<file path="src/rtl/fla_pkg.sv">
// shared types, constants and helpers for the frame loss accounting blocker
package fla_pkg;

  localparam int FRAME_W  = 48;
  localparam int EV_W     = 14;
  localparam int CAP_W    = 17;
  localparam int SEQ_W    = 32;
  localparam int REL_W    = 33;
  localparam int IN_DW    = 64;
  localparam int OUT_DW   = 376;

  localparam int MAX_FRAME_EVENTS = 8192;
  localparam logic [CAP_W-1:0]   CAP_RESET  = 17'd2048;
  localparam logic [CAP_W-1:0]   CAP_MAX    = 17'h10000;
  localparam logic [FRAME_W-1:0] SPAN_LIMIT = 48'h0001_0000_0000;

  localparam logic CMD_FRAME = 1'b0;
  localparam logic CMD_FLUSH = 1'b1;

  // input item after the front stage
  typedef struct packed {
    logic               cmd;
    logic [FRAME_W-1:0] frame;
    logic               lost;
    logic [EV_W-1:0]    n;
    logic               order_err;
    logic [FRAME_W-1:0] inc_total;
    logic [FRAME_W-1:0] inc_lost_all;
  } front_item_t;

  typedef struct packed {
    logic [FRAME_W-1:0] total;
    logic [FRAME_W-1:0] lost_all;
    logic [FRAME_W-1:0] lost_some;
    logic [FRAME_W-1:0] ev_clean;
    logic [FRAME_W-1:0] ev_lossy;
  } tally_t;

  typedef struct packed {
    logic               closed;
    logic [CAP_W-1:0]   closed_fill;
    logic [SEQ_W-1:0]   seq;
    logic [FRAME_W-1:0] base;
    logic [REL_W-1:0]   rel;
  } block_res_t;

  function automatic logic [FRAME_W-1:0] sat_add(input logic [FRAME_W-1:0] a,
                                                 input logic [FRAME_W-1:0] b);
    logic [FRAME_W:0] s;
    s = {1'b0, a} + {1'b0, b};
    return s[FRAME_W] ? {FRAME_W{1'b1}} : s[FRAME_W-1:0];
  endfunction

endpackage

</file>
<file path="src/rtl/fla_front.sv">
// front stage: input register, event clamp and frame gap arithmetic
module fla_front (
  input  logic                          clk,
  input  logic                          rst_n,
  input  logic                          acc,
  input  logic                          in_cmd,
  input  logic [fla_pkg::FRAME_W-1:0]   in_frame,
  input  logic                          in_lost,
  input  logic [fla_pkg::EV_W-1:0]      in_n,
  output fla_pkg::front_item_t          item_r
);
  import fla_pkg::*;

  logic [FRAME_W-1:0] prev_r;
  logic               seen_r;
  logic               prev_lost_all_r;
  front_item_t        item_nxt;
  logic [EV_W-1:0]    n_cl;
  logic               gt;
  logic               lost_empty;

  always_comb begin
    n_cl       = (in_n > EV_W'(MAX_FRAME_EVENTS)) ? EV_W'(MAX_FRAME_EVENTS) : in_n;
    gt         = seen_r && (in_frame > prev_r);
    lost_empty = in_lost && (n_cl == '0);
    item_nxt.cmd       = in_cmd;
    item_nxt.frame     = in_frame;
    item_nxt.lost      = in_lost;
    item_nxt.n         = n_cl;
    item_nxt.order_err = seen_r && !gt;
    // skipped numbers plus this frame
    item_nxt.inc_total = gt ? (in_frame - prev_r) : FRAME_W'(1);
    // frame + ~prev + x equals frame - prev - 1 + x
    item_nxt.inc_lost_all = (gt && prev_lost_all_r) ?
                            (in_frame + ~prev_r + FRAME_W'(lost_empty)) :
                            FRAME_W'(lost_empty);
  end

  always_ff @(posedge clk) begin
    if (!rst_n) begin
      prev_r          <= '0;
      seen_r          <= 1'b0;
      prev_lost_all_r <= 1'b0;
    end else if (acc && in_cmd == CMD_FRAME) begin
      prev_r          <= in_frame;
      seen_r          <= 1'b1;
      prev_lost_all_r <= lost_empty;
    end
  end

  always_ff @(posedge clk) begin
    if (acc) begin
      item_r <= item_nxt;
    end
  end

endmodule

</file>
<file path="src/rtl/fla_tally.sv">
// saturating frame and event tallies
module fla_tally (
  input  logic                 clk,
  input  logic                 rst_n,
  input  logic                 en,
  input  fla_pkg::front_item_t item,
  output fla_pkg::tally_t      tally_nxt
);
  import fla_pkg::*;

  tally_t tally_r;

  always_comb begin
    tally_nxt = tally_r;
    if (item.cmd == CMD_FRAME) begin
      tally_nxt.total    = sat_add(tally_r.total, item.inc_total);
      tally_nxt.lost_all = sat_add(tally_r.lost_all, item.inc_lost_all);
      tally_nxt.lost_some = sat_add(tally_r.lost_some,
                                    FRAME_W'(item.lost && item.n != '0));
      if (item.lost) begin
        tally_nxt.ev_lossy = sat_add(tally_r.ev_lossy, FRAME_W'(item.n));
      end else begin
        tally_nxt.ev_clean = sat_add(tally_r.ev_clean, FRAME_W'(item.n));
      end
    end
  end

  always_ff @(posedge clk) begin
    if (!rst_n) begin
      tally_r <= '0;
    end else if (en) begin
      tally_r <= tally_nxt;
    end
  end

endmodule

</file>
<file path="src/rtl/fla_block.sv">
// event block packing: open, fill, close on room, span or flush
module fla_block (
  input  logic                        clk,
  input  logic                        rst_n,
  input  logic                        en,
  input  fla_pkg::front_item_t        item,
  input  logic [fla_pkg::CAP_W-1:0]   min_cap,
  output fla_pkg::block_res_t         res
);
  import fla_pkg::*;

  logic               open_r, open_nxt;
  logic [FRAME_W-1:0] start_r, start_nxt;
  logic [CAP_W-1:0]   fill_r, fill_nxt;
  logic [CAP_W-1:0]   room_r, room_nxt;
  logic [SEQ_W-1:0]   cnt_r, cnt_nxt;
  logic [FRAME_W-1:0] span;
  logic               too_far;
  logic               short_room;
  logic [CAP_W-1:0]   n17;
  logic [CAP_W-1:0]   cap_lim;
  logic [CAP_W-1:0]   cap;

  always_comb begin
    n17        = CAP_W'(item.n);
    span       = item.frame - start_r;
    too_far    = (item.frame >= start_r) && (span > SPAN_LIMIT);
    short_room = room_r < n17;
    cap_lim    = min_cap[CAP_W-1] ? CAP_MAX : min_cap;
    cap        = (cap_lim < n17) ? n17 : cap_lim;

    open_nxt        = open_r;
    start_nxt       = start_r;
    fill_nxt        = fill_r;
    room_nxt        = room_r;
    cnt_nxt         = cnt_r;
    res.closed      = 1'b0;
    res.closed_fill = '0;
    res.rel         = '0;

    if (item.cmd == CMD_FLUSH) begin
      if (open_r) begin
        res.closed      = 1'b1;
        res.closed_fill = fill_r;
        open_nxt        = 1'b0;
        start_nxt       = '0;
        fill_nxt        = '0;
        room_nxt        = '0;
      end
    end else if (item.n != '0) begin
      if (!open_r || short_room || too_far) begin
        // close the old block when there is one, then open a fresh one here
        if (open_r) begin
          res.closed      = 1'b1;
          res.closed_fill = fill_r;
        end
        open_nxt  = 1'b1;
        start_nxt = item.frame;
        fill_nxt  = n17;
        room_nxt  = cap - n17;
        cnt_nxt   = cnt_r + SEQ_W'(1);
      end else begin
        res.rel  = span[REL_W-1:0];
        fill_nxt = fill_r + n17;
        room_nxt = room_r - n17;
      end
    end

    res.seq  = open_nxt ? (cnt_nxt - SEQ_W'(1)) : '0;
    res.base = open_nxt ? start_nxt : '0;
  end

  always_ff @(posedge clk) begin
    if (!rst_n) begin
      open_r  <= 1'b0;
      start_r <= '0;
      fill_r  <= '0;
      room_r  <= '0;
      cnt_r   <= '0;
    end else if (en) begin
      open_r  <= open_nxt;
      start_r <= start_nxt;
      fill_r  <= fill_nxt;
      room_r  <= room_nxt;
      cnt_r   <= cnt_nxt;
    end
  end

endmodule

</file>
<file path="src/rtl/frame_loss_accounting_blocker_core.sv">
// top level of the frame loss accounting blocker
// Takes one decoded frame header item (or a flush command) per cycle and returns one
// result item per input item, in order. Throughput is one item per clock unless the
// receiver holds out_tready low: an item is registered in the front stage, where the
// gap to the previous frame number is worked out, then the tallies and block packer
// update and the result is registered in the output register. The output register
// and the front stage form a two-deep pipeline, so a new item is taken while a
// finished result still waits for out_tready, provided the front stage is empty.
// All tallies saturate at 2^48-1.
// min_block_capacity may be written through cfg_we/cfg_wdata only while the block is
// idle; values above 65536 act as 65536 and zero lets the frame's event count decide.
module frame_loss_accounting_blocker_core (
  input  logic                         clk,
  input  logic                         rst_n,
  // config: min_block_capacity
  input  logic                         cfg_we,
  input  logic [fla_pkg::CAP_W-1:0]    cfg_wdata,
  // input stream
  input  logic                         in_tvalid,
  output logic                         in_tready,
  // frame_number[47:0], frame_lost[48], event_count[62:49], zero pad[63]
  input  logic [fla_pkg::IN_DW-1:0]    in_tdata,
  // cmd
  input  logic                         in_tuser,
  // result stream
  output logic                         out_tvalid,
  input  logic                         out_tready,
  // total_frames[47:0], frames_lost_all[95:48], frames_lost_some[143:96],
  // events_clean[191:144], events_lossy[239:192], block_closed[240],
  // closed_block_fill[257:241], block_sequence[289:258],
  // block_base_frame[337:290], relative_frame[370:338], order_error[371],
  // zero pad[375:372]
  output logic [fla_pkg::OUT_DW-1:0]   out_tdata
);
  import fla_pkg::*;

  logic             cap_r;
  logic [CAP_W-1:0] min_cap_r;
  logic             s1_valid_r;
  logic             out_valid_r;
  logic             in_acc;
  logic             adv;
  front_item_t      item;
  tally_t           tally_nxt;
  block_res_t       blk;
  logic [OUT_DW-1:0] out_data_r;
  logic [OUT_DW-1:0] out_data_nxt;

  // front stage moves forward whenever the output register is empty or draining
  assign adv       = s1_valid_r && (!out_valid_r || out_tready);
  assign in_tready = !s1_valid_r || adv;
  assign in_acc    = in_tvalid && in_tready;
  assign cap_r     = cfg_we;

  // configuration register
  always_ff @(posedge clk) begin
    if (!rst_n) begin
      min_cap_r <= CAP_RESET;
    end else if (cap_r) begin
      min_cap_r <= cfg_wdata;
    end
  end

  fla_front u_front (
    .clk      (clk),
    .rst_n    (rst_n),
    .acc      (in_acc),
    .in_cmd   (in_tuser),
    .in_frame (in_tdata[47:0]),
    .in_lost  (in_tdata[48]),
    .in_n     (in_tdata[62:49]),
    .item_r   (item)
  );

  fla_tally u_tally (
    .clk       (clk),
    .rst_n     (rst_n),
    .en        (adv),
    .item      (item),
    .tally_nxt (tally_nxt)
  );

  fla_block u_block (
    .clk     (clk),
    .rst_n   (rst_n),
    .en      (adv),
    .item    (item),
    .min_cap (min_cap_r),
    .res     (blk)
  );

  // pack the result item, highest field first
  assign out_data_nxt = {4'b0000,
                         (item.cmd == CMD_FRAME) && item.order_err,
                         blk.rel, blk.base, blk.seq, blk.closed_fill, blk.closed,
                         tally_nxt.ev_lossy, tally_nxt.ev_clean,
                         tally_nxt.lost_some, tally_nxt.lost_all, tally_nxt.total};

  // valid flags for the two pipeline stages
  always_ff @(posedge clk) begin
    if (!rst_n) begin
      s1_valid_r  <= 1'b0;
      out_valid_r <= 1'b0;
    end else begin
      if (in_acc) begin
        s1_valid_r <= 1'b1;
      end else if (adv) begin
        s1_valid_r <= 1'b0;
      end
      if (adv) begin
        out_valid_r <= 1'b1;
      end else if (out_tready) begin
        out_valid_r <= 1'b0;
      end
    end
  end

  // result payload register
  always_ff @(posedge clk) begin
    if (adv) begin
      out_data_r <= out_data_nxt;
    end
  end

  assign out_tvalid = out_valid_r;
  assign out_tdata  = out_data_r;

  // input is held off only while both stages are full
  assert property (@(posedge clk) disable iff (!rst_n)
    !in_tready |-> (s1_valid_r && out_valid_r && !out_tready))
    else $error("input stalled with room in the pipeline");

  // no fill is reported unless a block was handed off
  assert property (@(posedge clk) disable iff (!rst_n)
    (out_valid_r && !out_data_r[240]) |-> (out_data_r[257:241] == '0))
    else $error("closed block fill without a closed block");

  // every frame item adds at least one to the total frame tally until it saturates
  assert property (@(posedge clk) disable iff (!rst_n)
    (adv && item.cmd == CMD_FRAME) |-> (tally_nxt.total != '0))
    else $error("frame item left the total frame tally at zero");

endmodule

</file>
<file path="config.mk">
export PLATFORM = sky130hd
export DESIGN_NAME = frame_loss_accounting_blocker_core
export DESIGN_NICKNAME = d
export VERILOG_FILES = /design/src/rtl/fla_pkg.sv /design/src/rtl/fla_front.sv /design/src/rtl/fla_tally.sv /design/src/rtl/fla_block.sv /design/src/rtl/frame_loss_accounting_blocker_core.sv
export SDC_FILE = /design/constraint.sdc
export NUM_CORES = 2
export LEC_CHECK = 0
export BUFFER_PORTS_ARGS = -buffer_cell sky130_fd_sc_hd__buf_2
export CELL_PAD_IN_SITES_DETAIL_PLACEMENT = 1
export CELL_PAD_IN_SITES_GLOBAL_PLACEMENT = 2
export CORE_MARGIN = 2
export CORE_UTILIZATION = 38
export CTS_CLUSTER_DIAMETER = 120
export DETAILED_ROUTE_END_ITERATION = 7
export PLACE_DENSITY_LB_ADDON = 0.15
export SLEW_MARGIN = 0
export SYNTH_ARGS = -nofsm -noshare
export SYNTH_HDL_FRONTEND = slang
export SYNTH_HIERARCHICAL = 1
export SYNTH_SLANG_ARGS = --single-unit
</file>
<file path="constraint.sdc">
create_clock -name clk -period 31.4 [get_ports clk]
set_clock_uncertainty 0.05 [all_clocks]
set_input_delay 6.28 -clock clk [delete_from_list [all_inputs] [get_ports clk]]
set_output_delay 6.28 -clock clk [all_outputs]
set_load 0.02 [all_outputs]
</file>
# After elaboration in Yosys (flattened, before gate mapping)
# Cells that the tools add are included.
word_totals:
  reg_bits: 957
  latch_bits: 0
  mem_bits_rw: 0
  romBits: 0
  inputBits: 87
  out_inout_bits: 378
  wordCells: 114
  n_memories: 0
op_classes:
  addsub: 14
  mul: 0
  div_mod_pow: 0
  magnitude_cmp: 6
  n_eq_ne: 1
  n_shift: 0
  muxes: 37
  bitwise: 4
  reduce_logical: 25
op_table:
  columns: ["operator", "count"]
  rows:
  - ["$mux W48", 11]
  - ["$mux W240", 1]
  - ["$mux W17", 9]
  - ["$add A48 B14 Y49", 2]
  - ["$add A48 B48 Y49", 2]
  - ["$mux W32", 3]
  - ["$sub A48 B48 Y48", 2]
  - ["$mux W18", 4]
  - ["$add A48 B1 Y49", 1]
  - ["$add A48 B1 Y48", 1]
  - ["$add A48 B48 Y48", 1]
  - ["$ge A48 B48 Y1", 1]
  - ["$gt A48 B33 Y1 const B", 1]
  - ["$gt A48 B48 Y1", 1]
  - ["$not A48 Y48", 1]
  - ["$lt A17 B14 Y1", 2]
  - ["$sub A17 B14 Y17", 2]
  - ["$add A32 B1 Y32 const B", 1]
  - ["$sub A32 B1 Y32 const B", 1]
  - ["$add A17 B14 Y17", 1]
  - ["$gt A14 B14 Y1 const B", 1]
  - ["$logic_not A14 Y1", 1]
  - ["$mux W14", 1]
  - ["$reduce_bool A14 Y1", 1]
  - ["9 further kinds", 35]

# Logic depth before layout (Yosys ltp)
depth:
  depth_word: 8
  depth_mapped: 34
  mapped_depth_nobuf: 33

# By module
# The synthesis kept the hierarchy.
by_module_without_submodules:
  columns: ["mod", "n_inst", "cells_each", "area_per_inst_um2", "seq_area_each_um2"]
  rows:
  - ["fla_tally", 1, 2843, 20823.7, 4804.6]
  - ["fla_block", 1, 1929, 13686.9, 2302.2]
  - ["fla_front", 1, 1263, 12209.2, 5835.6]
  - ["frame_loss_accounting_blocker_core", 1, 441, 11945.2, 11551.1]

# Least setup slack after synthesis
# No wires, ideal clock.
synth_timing:
  kind: "input -> register"
  startpoint: "in out_tready"
  endpoint: "reg u_tally/tally_r[97] (netlist bit)"
  t_arrival_ns: 24.672
  path_slack_ns: 6.604
  path_stages: 9
  path_buffers: 3
  path_cell_list: "nor2b_1 -> nor2b_1 -> clkbuf_1 -> inv_1 -> nor2_1 -> clkbuf_1 -> clkbuf_1 -> o21ai_0 -> a31oi_1"
synth_via:
  elab_chain_cells: 2
synth_lines:
  columns: ["item", "line_no", "rtl"]
  rows:
  - ["start: declaration", "frame_loss_accounting_blocker_core.sv:27", "input logic out_tready,"]
  - ["$logic_or A1 B1 Y1", "frame_loss_accounting_blocker_core.sv:50", "assign adv = s1_valid_r && (!out_valid_r || out_tready);"]
  - ["$logic_and A1 B1 Y1", "frame_loss_accounting_blocker_core.sv:50", null]
  - ["via adv", "frame_loss_accounting_blocker_core.sv:42", "logic adv;"]
  - ["end signal: assignment", "fla_tally.sv:32", "tally_r <= tally_nxt;"]
  - ["end: declaration", "fla_tally.sv:11", "tally_t tally_r;"]
# The timed path passes the listed nets, and every way through them passes these cells.
# A chain may end at the register's enable or synchronous reset.

# Worst setup path in the final report
layout_timing:
  startpoint: "in out_tready"
  endpoint: "out in_tready"
layout_via:
  elab_chain_cells: 3
layout_lines:
  columns: ["item", "line_no", "rtl"]
  rows:
  - ["$logic_or A1 B1 Y1", "frame_loss_accounting_blocker_core.sv:50", null]
  - ["$logic_and A1 B1 Y1", "frame_loss_accounting_blocker_core.sv:50", null]
  - ["$logic_or A1 B1 Y1", "frame_loss_accounting_blocker_core.sv:51", "assign in_tready = !s1_valid_r || adv;"]
  - ["end: declaration", "frame_loss_accounting_blocker_core.sv:20", "output logic in_tready,"]
# Every way passes these cells.

==> metrics.txt <==
Fmax=76.5 MHz; top cell type's share of synthesized area=0.273; setup ws final=18320 ps; GRT Max-Usage Layer=met2; Post-CTS Setup Bufs=0; fin crit period=around 13000 ps; initial antenna violation count=9; ys flop type=edfxtp_1; Inserted Clock Buffers=~110; I/O Buffers=roughly 460; die width=roughly 400 µm; clk sinks=roughly 960; Via density=roughly 5.7; core area=roughly 150000 µm²; largest area contributor in the synthesized netlist=edfxtp_1; Mean Syn Cell Area=slightly above 9 µm²; HPWL after DPL=156000 µm; clk_lat worst skew=between 700 and 800 ps; standard-cell rows=between 100 and 150; final weighted congestion in routability-driven placement=between 0.9 and 1; Setup violations, final=0; synthesized instance count=between 6000 and 7000; final WL=slightly above 200000 µm; top post-synthesis cells by count=645 x nand2_1, 586 x nor2_1, 536 x a21oi_1, 533 x edfxtp_1, 424 x dfxtp_1; critical path launch point=out_tready; CTS resizes=0; hold path startpoint=u_front/prev_r[15]; status=finished, final reports clean; # IOs=465; GRT overflow=0; Routed Antenna Nets=0; first-pass GRT wire length=approximately 310000 µm; drt pass-1 iters=5; flops & latches, synth=roughly 960; Max Cap Violations=0; Max Slew Vio Count=0; vias in the first global route=~50000; Root Buffer=clkbuf_16; detailed-route via count=50700; leak pwr=between 0.02 and 0.03 µW; post-synth cell types=127; Post-synth EDFFs=between 500 and 600; Hold WC Path Type=reg -> reg; M1 GR Usage=0.337; pre-CTS setup slack=about 18000 ps; Worst-path clk slew=60 ps; Initial Utilization=0.382; area of the multi-input gates=31500 µm²; die area=approximately 160000 µm²; slew margin rel.=0.0425; RSZ-0062 raised after global routing=no; routed length per instance=roughly 23 µm; required time worst endpoint=around 25000 ps; met3 usage=0.0339; fin crit share=0.417; FF+latch area=~24000 µm²; CTS H-tree depth=3; Pwr Density=51.5 nW/µm²; Startpoint Class=input pin; maximum VDD drop=between 0.04 and 0.05 mV; # DRC=0; # fillers=roughly 18000; Seq/Total Area, Yosys=0.418; Synth Warn #=6; Fin. Hold Viols=0; Worst setup EP type=primary output; CTS tree=built; Bufs on Longest Clock Path=3; gr usage total=0.256; Worst Path Max Fanout=2; cell area after synthesis=between 50000 and 60000 µm²; die height=397 µm; most frequent cell after synthesis=nand2_1; drt initial violations=about 3400; P&R area growth vs syn=13.2%; Nets=between 7000 and 8000; layout cells sized above 1=0.138; hold buffer count at cts=0; Async SR Flop Fraction=0; Slew @ Worst Pin=~1400 ps; overall power=approximately 3400 µW; FF-to-FF Start=min_cap_r[16]; synth top area cells=edfxtp_1 27%, dfxtp_1 14%, ha_1 6.0%; largest net degree at the start of global routing=between 90 and 100; Worst Setup Path Type=in -> out; critical path arrival=6750 ps; M2 GR Usage=0.425; Setup TNS=0 ps
-- worst paths after layout --
check / slack (ps) / cells after the start / end
worst max-delay path: 18320 / 3 / in_tready
worst min-delay path: 420 / 2 / u_front/prev_r[15]
worst max register to register: 24010 / 33 / u_block/room_r[15]
worst min register to register: 420 / 2 / u_front/prev_r[15]
-- per-stage QoR --
stage                     hold WS (ps)  instance area [µm²]  utilization  cells
after CTS                          420                66400        0.432   8883
after global routing               440                66400        0.432   8884
final                              417                66400        0.432   8887
after detailed placement           411                62500        0.406   8671
after global placement             404                62500        0.406   8671
after floorplan                    382                58700            -   6479
-- per-layer routing --
metal / wire length (µm) / vias to the layer above / share of wire
met4: 8000 / 6 / 0.039
met2: 97500 / 1099 / 0.47
met3: 9520 / 296 / 0.046
li1: - / 24300 / -
met1: 92400 / 25100 / 0.45
met5: 40 / - / 0.00019
-- power breakdown --
part / total [µW] / internal (µW) / switching (µW)
registers: 1420 / 1380 / 36.5
logic: 604 / 196 / 408
clock network: 1390 / 809 / 582
-- state kept, by name, indices dropped and copies added, names as in the netlist --
signal,flops
out_tdata,372
u_tally/tally_r,240
u_front/item_r,161
u_block/start_r,48
u_front/prev_r,48
u_block/cnt_r,32
min_cap_r,17
u_block/fill_r,17
u_block/room_r,17
out_tvalid,1
s1_valid_r,1
u_block/open_r,1
u_front/prev_lost_all_r,1
u_front/seen_r,1
-- cells by family (layout without fill, tap and decap cells) --
kind of cell	count (synthesis)	in the layout	share of synthesized area
multiplexers	71	71	0.0128
XOR/XNOR	394	394	0.0591
other	1	8	0.0000639
buffers and inverters	672	1032	0.0474
adder cells (fa/ha/maj)	290	290	0.0633
AND/OR/NAND/NOR	2225	2225	0.186
AO/OA/AOI/OAI	1866	1866	0.214
flip-flops	957	957	0.418
-- layout by cell type, fill, tap and decap left out, types with 139 or more instances in the layout --
cell type	n
nor2_1	583
o21ai_0	348
xnor2_1	259
a21oi_1	534
nor3_1	170
dfxtp_1	424
inv_1	290
nand2_1	644
nand4_1	139
edfxtp_1	533
buf_2	458
ha_1	279
-- worst max-delay path: stages --
cell      delay, ps
buf_2           100
nand3b_1        180
buf_2           180
-- layout make-up --
class                           instances  share of cell area
Multi-Input combinational cell       4850               0.474
Sequential cell                       957               0.369
Clock buffer                          142              0.0453
Timing Repair Buffer                  526              0.0423
Tap cell                             2044              0.0385
Inverter                              294              0.0166
Clock inverter                         70              0.0137
Antenna cell                            4            0.000151
(Power assumes the default switching activity.)
